**config.mk**
```make
export PLATFORM = sky130hd
export DESIGN_NAME = ude_cordic_step
export DESIGN_NICKNAME = d
export VERILOG_FILES = /design/src/design/ude_pkg.sv /design/src/design/ude_cordic_step.sv
export SDC_FILE = /design/constraint.sdc
export NUM_CORES = 1
export LEC_CHECK = 0
export BUFFER_PORTS_ARGS = -buffer_cell sky130_fd_sc_hd__buf_4
export CAP_MARGIN = 20
export CELL_PAD_IN_SITES_DETAIL_PLACEMENT = 0
export CELL_PAD_IN_SITES_GLOBAL_PLACEMENT = 2
export CORE_ASPECT_RATIO = 0.7
export CORE_MARGIN = 2
export CORE_UTILIZATION = 32
export CTS_CLUSTER_SIZE = 8
export DETAILED_ROUTE_END_ITERATION = 8
export PLACE_DENSITY_LB_ADDON = 0.1
export SYNTH_ARGS = -nofsm -noshare
export SYNTH_HDL_FRONTEND = slang
export SYNTH_SLANG_ARGS = --single-unit
```
**constraint.sdc**
```tcl
create_clock -name clk -period 5.95 [get_ports clk]
set_clock_uncertainty 0.05 [all_clocks]
set_input_delay 0 -clock clk [delete_from_list [all_inputs] [get_ports clk]]
set_output_delay 0 -clock clk [all_outputs]
set_load 0.05 [all_outputs]
```
**src/design/ude_pkg.sv**
```systemverilog
package ude_pkg;

	localparam int CORDIC_MAX = 30;
	localparam int ANGLE_W = 32;
	localparam int CORDIC_W = 32;
	localparam int TRIG_W = 16;
	localparam int TRIG_FRAC = 14;

	localparam logic signed [CORDIC_W-1:0] CORDIC_GAIN = 32'sd163008219;
	localparam logic signed [CORDIC_W-1:0] TRIG_RND = 32'sd8192;
	localparam logic signed [CORDIC_W-1:0] TRIG_HI = 32'sd16384;
	localparam logic signed [CORDIC_W-1:0] TRIG_LO = -32'sd16384;
	localparam logic signed [TRIG_W-1:0] TRIG_ONE = 16'sd16384;

	localparam logic signed [CORDIC_W-1:0] ATAN_TAB [CORDIC_MAX] = '{
		32'sd536870912, 32'sd316933406, 32'sd167458907, 32'sd85004756, 32'sd42667331,
		32'sd21354465, 32'sd10679838, 32'sd5340245, 32'sd2670163, 32'sd1335087,
		32'sd667544, 32'sd333772, 32'sd166886, 32'sd83443, 32'sd41722,
		32'sd20861, 32'sd10430, 32'sd5215, 32'sd2608, 32'sd1304,
		32'sd652, 32'sd326, 32'sd163, 32'sd81, 32'sd41,
		32'sd20, 32'sd10, 32'sd5, 32'sd3, 32'sd1
	};

	typedef struct packed {
		logic signed [CORDIC_W-1:0] x;
		logic signed [CORDIC_W-1:0] y;
		logic signed [CORDIC_W-1:0] z;
		logic flip;
	} cordic_t;

	function automatic logic signed [TRIG_W-1:0] trig_round(
		input logic signed [CORDIC_W-1:0] v,
		input logic flip
	);
		logic signed [CORDIC_W-1:0] r;
		logic signed [TRIG_W-1:0] c;
		r = (v + TRIG_RND) >>> TRIG_FRAC;
		if (r > TRIG_HI) begin
			c = TRIG_ONE;
		end else if (r < TRIG_LO) begin
			c = -TRIG_ONE;
		end else begin
			c = r[TRIG_W-1:0];
		end
		return flip ? -c : c;
	endfunction

endpackage

```
**src/design/ude_cordic_step.sv**
```systemverilog
module ude_cordic_step #(
	parameter int STEP = 0,
	parameter int SIDE_W = 64
) (
	input  logic clk,
	input  logic arst_n,
	input  logic in_valid,
	output logic in_ready,
	input  ude_pkg::cordic_t in_data,
	input  logic [SIDE_W-1:0] in_side,
	output logic out_valid,
	input  logic out_ready,
	output ude_pkg::cordic_t out_data,
	output logic [SIDE_W-1:0] out_side
);
	import ude_pkg::*;

	logic valid_s1;
	cordic_t cord_s1;
	logic [SIDE_W-1:0] side_s1;
	cordic_t cord_next;
	logic signed [CORDIC_W-1:0] dx;
	logic signed [CORDIC_W-1:0] dy;

	always_comb begin
		dx = in_data.y >>> STEP;
		dy = in_data.x >>> STEP;
		cord_next.flip = in_data.flip;
		if (!in_data.z[CORDIC_W-1]) begin
			cord_next.x = in_data.x - dx;
			cord_next.y = in_data.y + dy;
			cord_next.z = in_data.z - ATAN_TAB[STEP];
		end else begin
			cord_next.x = in_data.x + dx;
			cord_next.y = in_data.y - dy;
			cord_next.z = in_data.z + ATAN_TAB[STEP];
		end
	end

	assign in_ready = !valid_s1 || out_ready;

	always_ff @(posedge clk or negedge arst_n) begin
		if (!arst_n) begin
			valid_s1 <= 1'b0;
		end else if (in_ready) begin
			valid_s1 <= in_valid;
		end
	end

	always_ff @(posedge clk) begin
		if (in_ready && in_valid) begin
			cord_s1 <= cord_next;
			side_s1 <= in_side;
		end
	end

	assign out_valid = valid_s1;
	assign out_data = cord_s1;
	assign out_side = side_s1;
endmodule

```
# [Yosys cells after proc, flatten, opt, wreduce, memory -nomap -nowiden]
# Cells that the tools add are included.
[word_totals] memories=0 reg_bits=162 in_bits=165 mem_bits_rw=0 romBits=0 out_inout_bits=163 word_cells=15 latchBits=0
[op_classes] mux=1 eq_ne=0 reduce_logical=3 n_lt_le_gt_ge=0 n_shift=0 bitwise_logic=0 n_mul=0 add_sub_neg=5 div_mod_pow=0
[ops] cell="96-bit two-way mux" count=1
[ops] cell="32-bit subtractor" count=2
[ops] cell="32-bit by 31-bit adder with 32-bit output, second input constant" count=1
[ops] cell="32-bit adder" count=1
[ops] cell="32-bit by 31-bit subtractor with 32-bit output, second input constant" count=1
[ops] cell="1-bit logical AND" count=1
[ops] cell="1-bit logical NOT" count=1
[ops] cell="1-bit logical OR" count=1

# [Longest topological paths before layout]
[logic_depth] ltp_word=3 ltp_mapped=12 depth_no_buf=11

# [Worst setup path before layout]
# OpenSTA, ideal clock, no wires.
[synth_path] kind="reg-to-reg" start="reg valid_s1, in the netlist out_valid" end="reg cord_s1, in the netlist out_data[0] (enable)" period_less_slack_ns=5.382 stages_incl_launch_ff=3 setup_time_ns=0.538 n_path_buf=0 required_ns=5.362 slack_ns=0.568 arrival_ns=4.794 cell_sequence="dfrtp_1 > nand2b_1 > and2_1"
[synth_via] elab_chain_cells=3
[synth_rtl] element="from (decl)" line="ude_cordic_step.sv:18" source="logic valid_s1;"
[synth_rtl] element="from (signal assigned)" line="ude_cordic_step.sv:46" source="valid_s1 <= in_valid;"
[synth_rtl] element="1-bit logical NOT" line="ude_cordic_step.sv:40" source="assign in_ready = !valid_s1 || out_ready;"
[synth_rtl] element="1-bit logical OR" line="ude_cordic_step.sv:40"
[synth_rtl] element="net in_ready" line="ude_cordic_step.sv:8" source="output logic in_ready,"
[synth_rtl] element="1-bit logical AND" line="ude_cordic_step.sv:51" source="if (in_ready && in_valid) begin"
[synth_rtl] element="to (signal assigned)" line="ude_cordic_step.sv:52" source="cord_s1 <= cord_next;"
[synth_rtl] element="to (decl)" line="ude_cordic_step.sv:19" source="cordic_t cord_s1;"
# The timed path passes the listed nets, and every way through them passes these cells.
# A chain may end at the register's enable or synchronous reset.

==> qor.csv <==
metric,value,unit
dpl cells,1744,
gate count after technology mapping,1031,
final setup vio count,0,
CP required,6090,ps
Logic pwr share,33.7,%
switching share of power,37.17,%
"Clk pin slew, worst setup/hold paths",70,ps
row cnt,55,
GRT overflow,0,
Core Box Area,32340,um^2
first-pass GRT wire length,56500,um
Final #Nets,1702,
Post-Route WL,38210,um
Cell variety after synth,70,
Antenna diodes,0,
wire length per cell,20.33,um
Ys Warns,0,
Syn Nets,1294,
port buffer count,327,
Worst-Skew Late Latency,450,ps
initial antenna violation count,0,
most frequent cells in the layout,"buf_4 (330), edfxtp_1 (160), a21oi_1 (111), dlygate4sd3_1 (103), inv_1 (98)",
vias in the first global route,9244,
startpoint types,input port,
pins over their slew limit,0,
worst setup path class,in -> reg,
"most common cell after layout, fill and taps aside",buf_4,
critical path peak fanout,4,
Synth Area in Adders,11.95,%
max-capacitance violation count,0,
sequential area share after synthesis,45.94,%
Worst slew margin,41.45,%
CTS tree,done,
"Min Clock Period, post-route",3412,ps
Int Pwr,2394,uW
Clock power frac,29.4,%
CTS max path bufs,2,
simple-gate area share of the yosys netlist,10.91,%
RSZ-0062 raised after global routing,no,
Max Freq,293.1,MHz
XOR/XNOR Fraction of Synth Area,4.915,%
power per cell area,254.9,nW/um^2
fin cells,1879,
Reg power frac,36.9,%
Die Area,34340,um^2
post-synthesis mux area share,0.5713,%
final hold vios,0,
chip height,155.6,um
Area Overhead vs Synth,42.23,%
first drt pass iteration count,5,
leakage power,0.006354,uW
setup TNS,0,ps
ANT nets after route,0,
worst vdd ir,0.0001570,V
share of layout cells above drive strength 1,26.79,%
hold_ws,23.12,ps
Post-route DRC,0,
GR Util All Layers,22.04,%
"Core Util, Final",46.23,%
clk root buf,clkbuf_16,
TritonCTS Buffers,17,
Mapped Area,10510,um^2
CTS H-Tree Depth,4,
"EDFF count, synth",160,
Initial Utilization,32.50,%
via count,9499,
status,"complete, no violations",
gp weighted congestion,0.8354,
# IOs,328,
complex-gate fraction of the synthesized area,20.22,%
overall die width,220.6,um
slew at the pin closest to its max-slew limit,878.3,ps
largest family of logic cells by synthesized area,compound AO/OA/AOI/OAI gates,
CTS sink cnt,161,
Synth Flop Type,edfxtp_1,
Yosys reg bits,161,
Tcrit/Tclk final,57.34,%
largest net degree at the start of global routing,112,
Async SR Flop Fraction,0.6211,%
Worst Setup End Kind,flip-flop,
Hold Crit Class,in -> reg,
Post-Syn Area per Cell,10.20,um^2
DR iter-0 viols,661,
Via density,5.055,
Critical Path AT,3560,ps
HPWL after DPL,29130,um
Fill cells,3147,
NetSw,1417,uW
power groups by stage:
stage	Combinational, uW	Sequential, uW	Clock, uW
3_3_place_gp	1220	1430	0
2_1_floorplan	488	1740	0
3_5_place_dp	1220	1430	0
4_1_cts	1280	1410	1160
5_1_grt	1380	1420	1200
6_report	1280	1410	1120
repair_timing:
item / 4_1_cts / 5_1_grt
gates resized for setup: 0 / 0
hold endpoints to repair: 101 / 0
hold buffers: 103 / 0
buffers inserted: 0 / 0
worst max-delay path: stages:
cell           delay [ps]
dlygate4sd3_1         540
buf_4                 130
inv_1                  50
ha_1                  220
fa_1                  410
nand2b_1              190
a21o_1                240
a21o_1                220
nor4_1                460
nor4_1                150
a2111oi_0             620
a31oi_1               130
xnor2_1               180
Yosys cell counts (all sizes together) (4+ instances only):
library cell / count / area share, %
a211o: 5 / 0.42
a211oi: 13 / 1.0
a21o: 22 / 1.6
a21oi: 113 / 5.5
a22oi: 4 / 0.29
a31oi: 7 / 0.42
buf: 21 / 1.0
clkbuf: 24 / 0.88
edfxtp: 160 / 46
fa: 4 / 0.76
ha: 94 / 11
inv: 98 / 3.5
mux2i: 6 / 0.57
nand2: 38 / 1.4
nand2b: 12 / 0.71
nand3: 7 / 0.38
nand4: 20 / 1.2
nor2: 80 / 2.9
nor2b: 15 / 0.89
nor3: 15 / 0.71
nor3b: 4 / 0.29
nor4: 12 / 0.71
o211ai: 19 / 1.4
o21a: 8 / 0.57
o21ai: 73 / 3.5
o21bai: 14 / 1.0
o22ai: 6 / 0.36
o31a: 6 / 0.50
o31ai: 11 / 0.83
or2: 8 / 0.48
or3: 7 / 0.42
xnor2: 54 / 4.5
xor2: 5 / 0.42
routing by layer:
layer,vias to the layer above,GRT usage [%],routed length (um)
met1,4565,34.40,19380
li1,4572,-,-
met2,340,30.54,15700
met5,-,0,0
met4,0,4.286,300
met3,22,5.185,2826
kinds of logic (layout without fill, tap and decap cells):
logic type / count (synthesis) / in the layout
adder cells (fa/ha/maj): 98 / 98
AO/OA/AOI/OAI: 331 / 331
multiplexers: 6 / 6
buffers and inverters: 145 / 566
flip-flops: 161 / 161
XOR/XNOR: 59 / 59
AND/OR/NAND/NOR: 231 / 231
per-stage QoR:
step,worst slack (ps),area [um^2],total power [uW]
final,2538,14950,3811
after global routing,2422,14950,3995
after CTS,2609,14950,3844
after detailed placement,2620,13350,2649
after global placement,2482,13350,2652
after floorplan,567.9,10510,2229
state kept, by name, indices dropped and copies added, names as in the netlist:
name / flops
out_data: 96
out_side: 64
out_valid: 1
cell type report:
class | instances | area (um^2) | share of cell area (%)
clock buffer | 18 | 439.2 | 2.937
clock inverter | 14 | 136.4 | 0.9121
inverter | 100 | 375.4 | 2.510
multi-input combinational | 725 | 5109 | 34.17
sequential | 161 | 4830 | 32.30
tap | 427 | 534.3 | 3.573
timing repair buffer | 434 | 3528 | 23.60
worst paths after layout:
check                          endpoint         from  cells past startpoint  slack, ps
max                        out_data[95]  in_data[65]                     13       2540
min                        out_data[65]  in_data[33]                      4         20
max reg2reg                out_side[35]    out_valid                      3       3640
min reg2reg                out_side[59]    out_valid                      2       1070
max in group asynchronous     out_valid       arst_n                      3       5390
min in group asynchronous     out_valid       arst_n                      3        350
Note: power is estimated with default switching activity, not from simulation.
