## src/design/ude_pkg.sv

```systemverilog
package ude_pkg;

	localparam int CORDIC_MAX = 30;
	localparam int ANGLE_W = 32;
	localparam int CORDIC_W = 32;
	localparam int TRIG_W = 16;
	localparam int TRIG_FRAC = 14;

	localparam logic signed [CORDIC_W-1:0] CORDIC_GAIN = 32'sd163008219;
	localparam logic signed [CORDIC_W-1:0] TRIG_RND = 32'sd8192;
	localparam logic signed [CORDIC_W-1:0] TRIG_HI = 32'sd16384;
	localparam logic signed [CORDIC_W-1:0] TRIG_LO = -32'sd16384;
	localparam logic signed [TRIG_W-1:0] TRIG_ONE = 16'sd16384;

	localparam logic signed [CORDIC_W-1:0] ATAN_TAB [CORDIC_MAX] = '{
		32'sd536870912, 32'sd316933406, 32'sd167458907, 32'sd85004756, 32'sd42667331,
		32'sd21354465, 32'sd10679838, 32'sd5340245, 32'sd2670163, 32'sd1335087,
		32'sd667544, 32'sd333772, 32'sd166886, 32'sd83443, 32'sd41722,
		32'sd20861, 32'sd10430, 32'sd5215, 32'sd2608, 32'sd1304,
		32'sd652, 32'sd326, 32'sd163, 32'sd81, 32'sd41,
		32'sd20, 32'sd10, 32'sd5, 32'sd3, 32'sd1
	};

	typedef struct packed {
		logic signed [CORDIC_W-1:0] x;
		logic signed [CORDIC_W-1:0] y;
		logic signed [CORDIC_W-1:0] z;
		logic flip;
	} cordic_t;

	function automatic logic signed [TRIG_W-1:0] trig_round(
		input logic signed [CORDIC_W-1:0] v,
		input logic flip
	);
		logic signed [CORDIC_W-1:0] r;
		logic signed [TRIG_W-1:0] c;
		r = (v + TRIG_RND) >>> TRIG_FRAC;
		if (r > TRIG_HI) begin
			c = TRIG_ONE;
		end else if (r < TRIG_LO) begin
			c = -TRIG_ONE;
		end else begin
			c = r[TRIG_W-1:0];
		end
		return flip ? -c : c;
	endfunction

endpackage

```

## src/design/ude_if.sv

```systemverilog


interface ude_out_if #(
	parameter int DATA_WIDTH = 16
);
	import ude_pkg::*;

	logic valid;
	logic ready;
	logic signed [DATA_WIDTH-1:0] x_rate;
	logic signed [DATA_WIDTH-1:0] y_rate;
	logic signed [DATA_WIDTH-1:0] heading_rate;
	logic signed [DATA_WIDTH-1:0] speed_rate;
	logic signed [DATA_WIDTH-1:0] turn_rate_change;
	logic signed [DATA_WIDTH-1:0] jac_x_heading;
	logic signed [DATA_WIDTH-1:0] jac_y_heading;
	logic signed [TRIG_W-1:0] cos_heading;
	logic signed [TRIG_W-1:0] sin_heading;

	modport source (
		output valid, x_rate, y_rate, heading_rate, speed_rate, turn_rate_change,
		output jac_x_heading, jac_y_heading, cos_heading, sin_heading,
		input ready
	);
	modport sink (
		input valid, x_rate, y_rate, heading_rate, speed_rate, turn_rate_change,
		input jac_x_heading, jac_y_heading, cos_heading, sin_heading,
		output ready
	);
endinterface

```

## src/design/ude_product.sv

```systemverilog
module ude_product #(
	parameter int DATA_WIDTH = 16
) (
	input  logic clk,
	input  logic arst_n,
	input  logic in_valid,
	output logic in_ready,
	input  logic signed [ude_pkg::TRIG_W-1:0] cos_in,
	input  logic signed [ude_pkg::TRIG_W-1:0] sin_in,
	input  logic signed [DATA_WIDTH-1:0] speed,
	input  logic signed [DATA_WIDTH-1:0] turn_rate,
	input  logic signed [DATA_WIDTH-1:0] accel,
	input  logic signed [DATA_WIDTH-1:0] turn_accel,
	ude_out_if.source result
);
	import ude_pkg::*;

	localparam int PW = DATA_WIDTH + TRIG_W;
	localparam int NW = PW + 1;
	localparam logic signed [NW-1:0] PROD_RND = NW'(1 << (TRIG_FRAC - 1));

	function automatic logic signed [DATA_WIDTH-1:0] round_sat(input logic signed [NW-1:0] p);
		logic signed [NW-1:0] r;
		logic [NW-DATA_WIDTH:0] top;
		logic signed [DATA_WIDTH-1:0] v;
		r = (p + PROD_RND) >>> TRIG_FRAC;
		top = r[NW-1:DATA_WIDTH-1];
		if (top == '0 || top == '1) begin
			v = r[DATA_WIDTH-1:0];
		end else if (r[NW-1]) begin
			v = {1'b1, {(DATA_WIDTH-1){1'b0}}};
		end else begin
			v = {1'b0, {(DATA_WIDTH-1){1'b1}}};
		end
		return v;
	endfunction

	logic valid_s1;
	logic ready_s1;
	logic signed [PW-1:0] pc_s1;
	logic signed [PW-1:0] ps_s1;
	logic signed [TRIG_W-1:0] cos_s1;
	logic signed [TRIG_W-1:0] sin_s1;
	logic signed [DATA_WIDTH-1:0] turn_rate_s1;
	logic signed [DATA_WIDTH-1:0] accel_s1;
	logic signed [DATA_WIDTH-1:0] turn_accel_s1;

	logic valid_s2;
	logic signed [DATA_WIDTH-1:0] xr_s2;
	logic signed [DATA_WIDTH-1:0] yr_s2;
	logic signed [DATA_WIDTH-1:0] jx_s2;
	logic signed [TRIG_W-1:0] cos_s2;
	logic signed [TRIG_W-1:0] sin_s2;
	logic signed [DATA_WIDTH-1:0] turn_rate_s2;
	logic signed [DATA_WIDTH-1:0] accel_s2;
	logic signed [DATA_WIDTH-1:0] turn_accel_s2;

	logic signed [PW-1:0] prod_c;
	logic signed [PW-1:0] prod_s;
	logic signed [NW-1:0] ext_c;
	logic signed [NW-1:0] ext_s;

	assign prod_c = speed * cos_in;
	assign prod_s = speed * sin_in;
	assign ext_c = NW'(pc_s1);
	assign ext_s = NW'(ps_s1);

	assign ready_s1 = !valid_s2 || result.ready;
	assign in_ready = !valid_s1 || ready_s1;

	always_ff @(posedge clk or negedge arst_n) begin
		if (!arst_n) begin
			valid_s1 <= 1'b0;
			valid_s2 <= 1'b0;
		end else begin
			if (in_ready) begin
				valid_s1 <= in_valid;
			end
			if (ready_s1) begin
				valid_s2 <= valid_s1;
			end
		end
	end

	always_ff @(posedge clk) begin
		if (in_ready && in_valid) begin
			pc_s1 <= prod_c;
			ps_s1 <= prod_s;
			cos_s1 <= cos_in;
			sin_s1 <= sin_in;
			turn_rate_s1 <= turn_rate;
			accel_s1 <= accel;
			turn_accel_s1 <= turn_accel;
		end
		if (ready_s1 && valid_s1) begin
			xr_s2 <= round_sat(ext_c);
			yr_s2 <= round_sat(ext_s);
			jx_s2 <= round_sat(-ext_s);
			cos_s2 <= cos_s1;
			sin_s2 <= sin_s1;
			turn_rate_s2 <= turn_rate_s1;
			accel_s2 <= accel_s1;
			turn_accel_s2 <= turn_accel_s1;
		end
	end

	assign result.valid = valid_s2;
	assign result.x_rate = xr_s2;
	assign result.y_rate = yr_s2;
	assign result.heading_rate = turn_rate_s2;
	assign result.speed_rate = accel_s2;
	assign result.turn_rate_change = turn_accel_s2;
	assign result.jac_x_heading = jx_s2;
	assign result.jac_y_heading = xr_s2;
	assign result.cos_heading = cos_s2;
	assign result.sin_heading = sin_s2;
endmodule

```

## src/flat_wrapper.sv

```systemverilog
// flat-port wrapper written by rule: the top's interface ports become plain ports
module ude_product_flat import ude_pkg::*;
#(
	parameter int DATA_WIDTH = 16
)
  (clk, arst_n, in_valid, in_ready, cos_in, sin_in, speed, turn_rate, accel, turn_accel, result_valid, result_x_rate, result_y_rate, result_heading_rate, result_speed_rate, result_turn_rate_change, result_jac_x_heading, result_jac_y_heading, result_cos_heading, result_sin_heading, result_ready);
  ude_out_if #(.DATA_WIDTH(DATA_WIDTH)) result_i ();
  input  logic clk;
  input  logic arst_n;
  input  logic in_valid;
  output logic in_ready;
  input  logic signed [ude_pkg::TRIG_W-1:0] cos_in;
  input  logic signed [ude_pkg::TRIG_W-1:0] sin_in;
  input  logic signed [DATA_WIDTH-1:0] speed;
  input  logic signed [DATA_WIDTH-1:0] turn_rate;
  input  logic signed [DATA_WIDTH-1:0] accel;
  input  logic signed [DATA_WIDTH-1:0] turn_accel;
  output wire logic [$bits(result_i.valid)-1:0] result_valid;
  output wire logic [$bits(result_i.x_rate)-1:0] result_x_rate;
  output wire logic [$bits(result_i.y_rate)-1:0] result_y_rate;
  output wire logic [$bits(result_i.heading_rate)-1:0] result_heading_rate;
  output wire logic [$bits(result_i.speed_rate)-1:0] result_speed_rate;
  output wire logic [$bits(result_i.turn_rate_change)-1:0] result_turn_rate_change;
  output wire logic [$bits(result_i.jac_x_heading)-1:0] result_jac_x_heading;
  output wire logic [$bits(result_i.jac_y_heading)-1:0] result_jac_y_heading;
  output wire logic [$bits(result_i.cos_heading)-1:0] result_cos_heading;
  output wire logic [$bits(result_i.sin_heading)-1:0] result_sin_heading;
  input wire logic [$bits(result_i.ready)-1:0] result_ready;
  assign result_valid = result_i.valid;
  assign result_x_rate = result_i.x_rate;
  assign result_y_rate = result_i.y_rate;
  assign result_heading_rate = result_i.heading_rate;
  assign result_speed_rate = result_i.speed_rate;
  assign result_turn_rate_change = result_i.turn_rate_change;
  assign result_jac_x_heading = result_i.jac_x_heading;
  assign result_jac_y_heading = result_i.jac_y_heading;
  assign result_cos_heading = result_i.cos_heading;
  assign result_sin_heading = result_i.sin_heading;
  assign result_i.ready = result_ready;
  ude_product #(.DATA_WIDTH(DATA_WIDTH)) u_core (.clk(clk), .arst_n(arst_n), .in_valid(in_valid), .in_ready(in_ready), .cos_in(cos_in), .sin_in(sin_in), .speed(speed), .turn_rate(turn_rate), .accel(accel), .turn_accel(turn_accel), .result(result_i));
endmodule
```

## config.mk

```make
export PLATFORM = sky130hd
export DESIGN_NAME = ude_product_flat
export DESIGN_NICKNAME = d
export VERILOG_FILES = /design/src/design/ude_pkg.sv /design/src/design/ude_if.sv /design/src/design/ude_product.sv /design/src/flat_wrapper.sv
export SDC_FILE = /design/constraint.sdc
export NUM_CORES = 2
export LEC_CHECK = 0
export BUFFER_PORTS_ARGS = -buffer_cell sky130_fd_sc_hd__buf_2
export CAP_MARGIN = 15
export CORE_MARGIN = 3
export CORE_UTILIZATION = 54
export CTS_BUF_LIST = sky130_fd_sc_hd__clkbuf_4 sky130_fd_sc_hd__clkbuf_8
export CTS_CLUSTER_SIZE = 30
export DETAILED_ROUTE_END_ITERATION = 10
export MAX_ROUTING_LAYER = met4
export PLACE_DENSITY_LB_ADDON = 0.2
export REMOVE_ABC_BUFFERS = 1
export SYNTH_ARGS = -nofsm -noshare
export SYNTH_HDL_FRONTEND = slang
export SYNTH_SLANG_ARGS = --single-unit
```

## constraint.sdc

```tcl
create_clock -name clk -period 6.41 [get_ports clk]
set_input_delay 1.282 -clock clk [delete_from_list [all_inputs] [get_ports clk]]
set_output_delay 1.282 -clock clk [all_outputs]
set_load 0.01 [all_outputs]
```

Word level (Yosys, flattened, before mapping). Index checks and enable logic that the tools add are counted. Widths: inputs -> output; s select.

$mul: 2. Reductions and logical operators: 12. Mux-type cells: 6. $add $sub $neg: 4. Equal/unequal tests: 3.

Operators with widths (number): $mux 16 (6); $add 32x15->33 const B (2); $mul 16x16->32 (2); $eq 18x18->1 const B (3); $logic_not 18->1 (3); $add 33x15->33 const B (1); $neg 32->33 (1); $logic_or 1x1->1 (5); $logic_and 1x1->1 (2); $logic_not 1->1 (2).

Output and inout bits: 146. Flip-flop bits (word level): 274.

Logic depth before layout (Yosys ltp).
Word-level depth: 5. Depth in mapped cells: 23. Mapped depth without buffers: 22.

Worst setup path after synthesis. Ideal clock, no wire load.

Path type: input to register. From: input speed[15]. To: register u_core.ps_s1[31] (data pin). Stages: 20. Setup slack: -579 ps. Library setup time: 260 ps. Arrival: 6729 ps. Cells stage by stage: clkbuf_1 nand2_1 inv_1 fa_1 fa_1 fa_1 fa_1 fa_1 inv_1 fa_1 inv_1 ha_1 a21oi_1 o21ai_0 a21oi_1 nand3_1 a2111oi_0 o311ai_0 a21oi_1 xnor2_1.

Cells in the longest elaborated chain, start to end: 1.

Ends and longest elaborated chain: start, declared (line flat_wrapper.sv:14) `input logic signed [DATA_WIDTH-1:0] speed;`; $mul 16x16->32 (line ude_product.sv:64) `assign prod_s = speed * sin_in;`; named net u_core.prod_s[31] (line ude_product.sv:59) `logic signed [PW-1:0] prod_s;`; end signal, assigned (line ude_product.sv:88) `ps_s1 <= prod_s;`; end, declared (line ude_product.sv:41) `logic signed [PW-1:0] ps_s1;`.

The timed path passes the listed nets, and every way through them passes these cells. A chain may end at the register's enable or synchronous reset.

Final worst setup path.
From: input speed[5]. To: register u_core.ps_s1[31] (data pin).

The elaborated chain is that of the path after synthesis.

==> results.sh <==
export IMPL_cts_inserted_buffers=45
export IMPL_portBuffers=245
export IMPL_avgRoutedWirePerCell_um=16.9
export IMPL_drc_errors=0
export IMPL_rr_worst_depth=7
export IMPL_slew_viol_final=0
export IMPL_ios=246
export IMPL_dpl_hpwl_mm=53.6
export IMPL_final_instance_count_excl_fill=3860
export IMPL_min_to="u_core.result.speed_rate[4]"
export IMPL_final_cell_mix="inv_1 (591), fa_1 (512), buf_4 (278), nand2_1 (264), edfxtp_1 (259)"
export IMPL_cts_tree="done"
export IMPL_n_fill_cell=4089
export IMPL_hold_depth=0
export IMPL_clock_skew_ps=35.4
export IMPL_cp_num_cells=24
export IMPL_start_util=0.549
export IMPL_startpoint_type="input port"
export IMPL_crit_family="adder cells"
export IMPL_cts_max_level=2
export IMPL_die_width_um=238
export IMPL_layout_nets=3923
export IMPL_firstDrtPassIters=5
export IMPL_syn_to_final_growth_pct=18.4
export IMPL_die_y_um=238
export IMPL_hold_buffers=0
export IMPL_syn_avg_cell_area_um2=10.9
export IMPL_seq_area_mm2=0.00783
export IMPL_drive_above_1_share=0.221
export IMPL_path_buf_inv=8
export IMPL_grt_usage=0.245
export IMPL_final_common_cell="inv_1"
export IMPL_rows=84
export IMPL_drv_cap=0
export IMPL_wl_mm=65.1
export IMPL_synth_area_mm2=0.0290
export IMPL_reg2reg_from="u_core.ps_s1[27]"
export IMPL_dr_first_iter_drc_count=692
export IMPL_worst_pin_slew_ps=1050
export IMPL_cp_arrival_ps=6670
export IMPL_cts_path_max_buffers=3
export IMPL_cts_root_buffer="clkbuf_8"
export IMPL_finalSetupViolations=0
export IMPL_path_clk_slew_ps=60
export IMPL_status="finished, final reports clean"
export IMPL_route_vias_total=19700
export IMPL_async_flop_share=0.00766
export IMPL_ff2ff_setup_slack_ps=2860
export IMPL_grt_ovfl_total=0
export IMPL_hold_path_class="reg2reg"
export IMPL_synth_flop_cell="edfxtp_1"
export IMPL_yosysWarnings=0
export IMPL_regToRegEndpoint="u_core.result.jac_x_heading[4]"
export IMPL_min_period_ps=6320
export IMPL_crit_top_cell="fa_1"
export IMPL_dpl_cell_area_mm2=0.0326
export IMPL_clock_fmax_mhz=158
export IMPL_hold_viol=0
export IMPL_core_area_mm2=0.0528
export IMPL_grt_max_degree=78
export IMPL_fin_ws_ps=88.0
export IMPL_synth_distinct_cells=70
export IMPL_cp_slowest_stage_delay_ps=580
export IMPL_worst_setup_path_end_kind="flip-flop"
export IMPL_largest_reg_flops=32
export IMPL_min_from="u_core.accel_s1[4]"
export IMPL_dp_cells=3764
export IMPL_first_global_vias=21800
export IMPL_gp_routability_congestion=0.903
export IMPL_place_ws_ps=-926
export IMPL_finalInstanceArea_mm2=0.0343
export IMPL_grt_pass1_wl_mm=108
export IMPL_layout_worst_path_cycle_share=0.986
export IMPL_rsz0062_at_grt="true"
export IMPL_largestRegisters="u_core.ps_s1 x32, u_core.pc_s1 x19"
export IMPL_grt_antenna_before_repair=2
export IMPL_clock_sinks=261
export IMPL_crit_path_cell_trace="buf_6 -> buf_12 -> and2_4 -> fa_1 -> inv_2 -> fa_1 -> inv_1 -> fa_1 -> fa_2 -> fa_1 -> inv_2 -> fa_1 -> inv_2 -> ha_4 -> buf_4 -> nand2_1 -> nor2_1 -> a21oi_2 -> nand3_4 -> a2111oi_4 -> buf_4 -> o311ai_4 -> a21oi_2 -> xnor2_1"
export IMPL_multi_input_area_mm2=0.0187
export IMPL_ys_ff_latch=261
export IMPL_slew_headroom=0.299
export IMPL_slowest_stage="fa_1"
export IMPL_insertion_delay_ps=640
export IMPL_critical_path_required_ps=6760
export IMPL_synth_edff_count=259
export IMPL_top_register="u_core.ps_s1"
export IMPL_via_per_inst=5.10
export IMPL_crit_fanout=6
export IMPL_die_area_mm2=0.0564
export IMPL_ys_seq_area_frac=0.270
export IMPL_synthCells=2668
export IMPL_ant_nets=0
export IMPL_crit_type="in2reg"
## metrics by stage
stage	hold slack (ps)	TNS, ps	util
detailed placement	405	-20090	0.619
finish	414	0	0.650
global placement	401	-18180	0.619
CTS	399	-17.6	0.639
floorplan	400	-1230	-
global route	394	-127	0.650
## routing by layer
layer,routed length [µm],vias to the layer above,global-route usage,share of wire
met2,34400,481,0.442,0.53
met3,2850,137,0.0305,0.044
met4,1910,0,0.0601,0.029
li1,-,9098,-,-
met1,25900,9957,0.294,0.40
met5,0,-,-,0
## Yosys cell counts, types with 18 or more instances
library cell  instances  area share
inv_1               597       0.077
xor2_1               41       0.012
o21ai_0              27      0.0047
edfxtp_1            259        0.27
buf_4                18      0.0047
nand3_1              23      0.0040
nand2_1             269       0.035
ha_1                165       0.071
xnor2_1              59       0.018
nor2_1               58      0.0075
nor3_1               21      0.0036
a21oi_1              79       0.014
a21o_1               22      0.0057
clkbuf_1             81       0.010
and2_1              257       0.056
fa_1                523        0.36
## cells by family (layout without fill, tap and decap cells)
kind of cell	Yosys count	count (layout)	share of synthesized area
buf+inv	712	1214	0.0977
simple gates	703	703	0.124
fa+ha+maj	688	688	0.433
flops	261	261	0.270
compound gates	200	200	0.0435
xor+xnor	100	100	0.0302
mux	4	4	0.00164
other cells	0	2	0
## worst reg2reg max path, delay by kind of cell, from the launching register on
family	cells	cell delay [ps]
flops	1	530
simple gates	3	980
compound gates	3	1400
mux	1	320
## area by class of cell
cell class	count	area share
multi-input combinational	1695	0.544
sequential	261	0.228
timing repair buffer	535	0.109
inverter	597	0.0654
tap	688	0.0251
clock buffer	50	0.0192
clock inverter	32	0.00890
antenna	2	0.000146
## repair_timing
| action | 4_1_cts | 5_1_grt |
|---|---|---|
| setup endpoints to repair | 13 | 22 |
| buffers inserted | 0 | 9 |
| resized for setup | 28 | 120 |
| pin swaps | 10 | 55 |
| cloned | 1 | 3 |
## worst max path at each step
stage          startpoint          endpoint  slack, ps
2_1_floorplan   speed[15]  u_core.ps_s1[31]       -380
3_3_place_gp     speed[4]  u_core.pc_s1[30]       -840
3_5_place_dp    speed[15]  u_core.pc_s1[30]       -930
4_1_cts         speed[14]  u_core.ps_s1[31]        -20
5_1_grt         speed[12]  u_core.ps_s1[30]        -40
6_report         speed[5]  u_core.ps_s1[31]         90
Power is not shown: default switching activity piles up to over one toggle a cycle in this logic, so the estimate is an artifact.
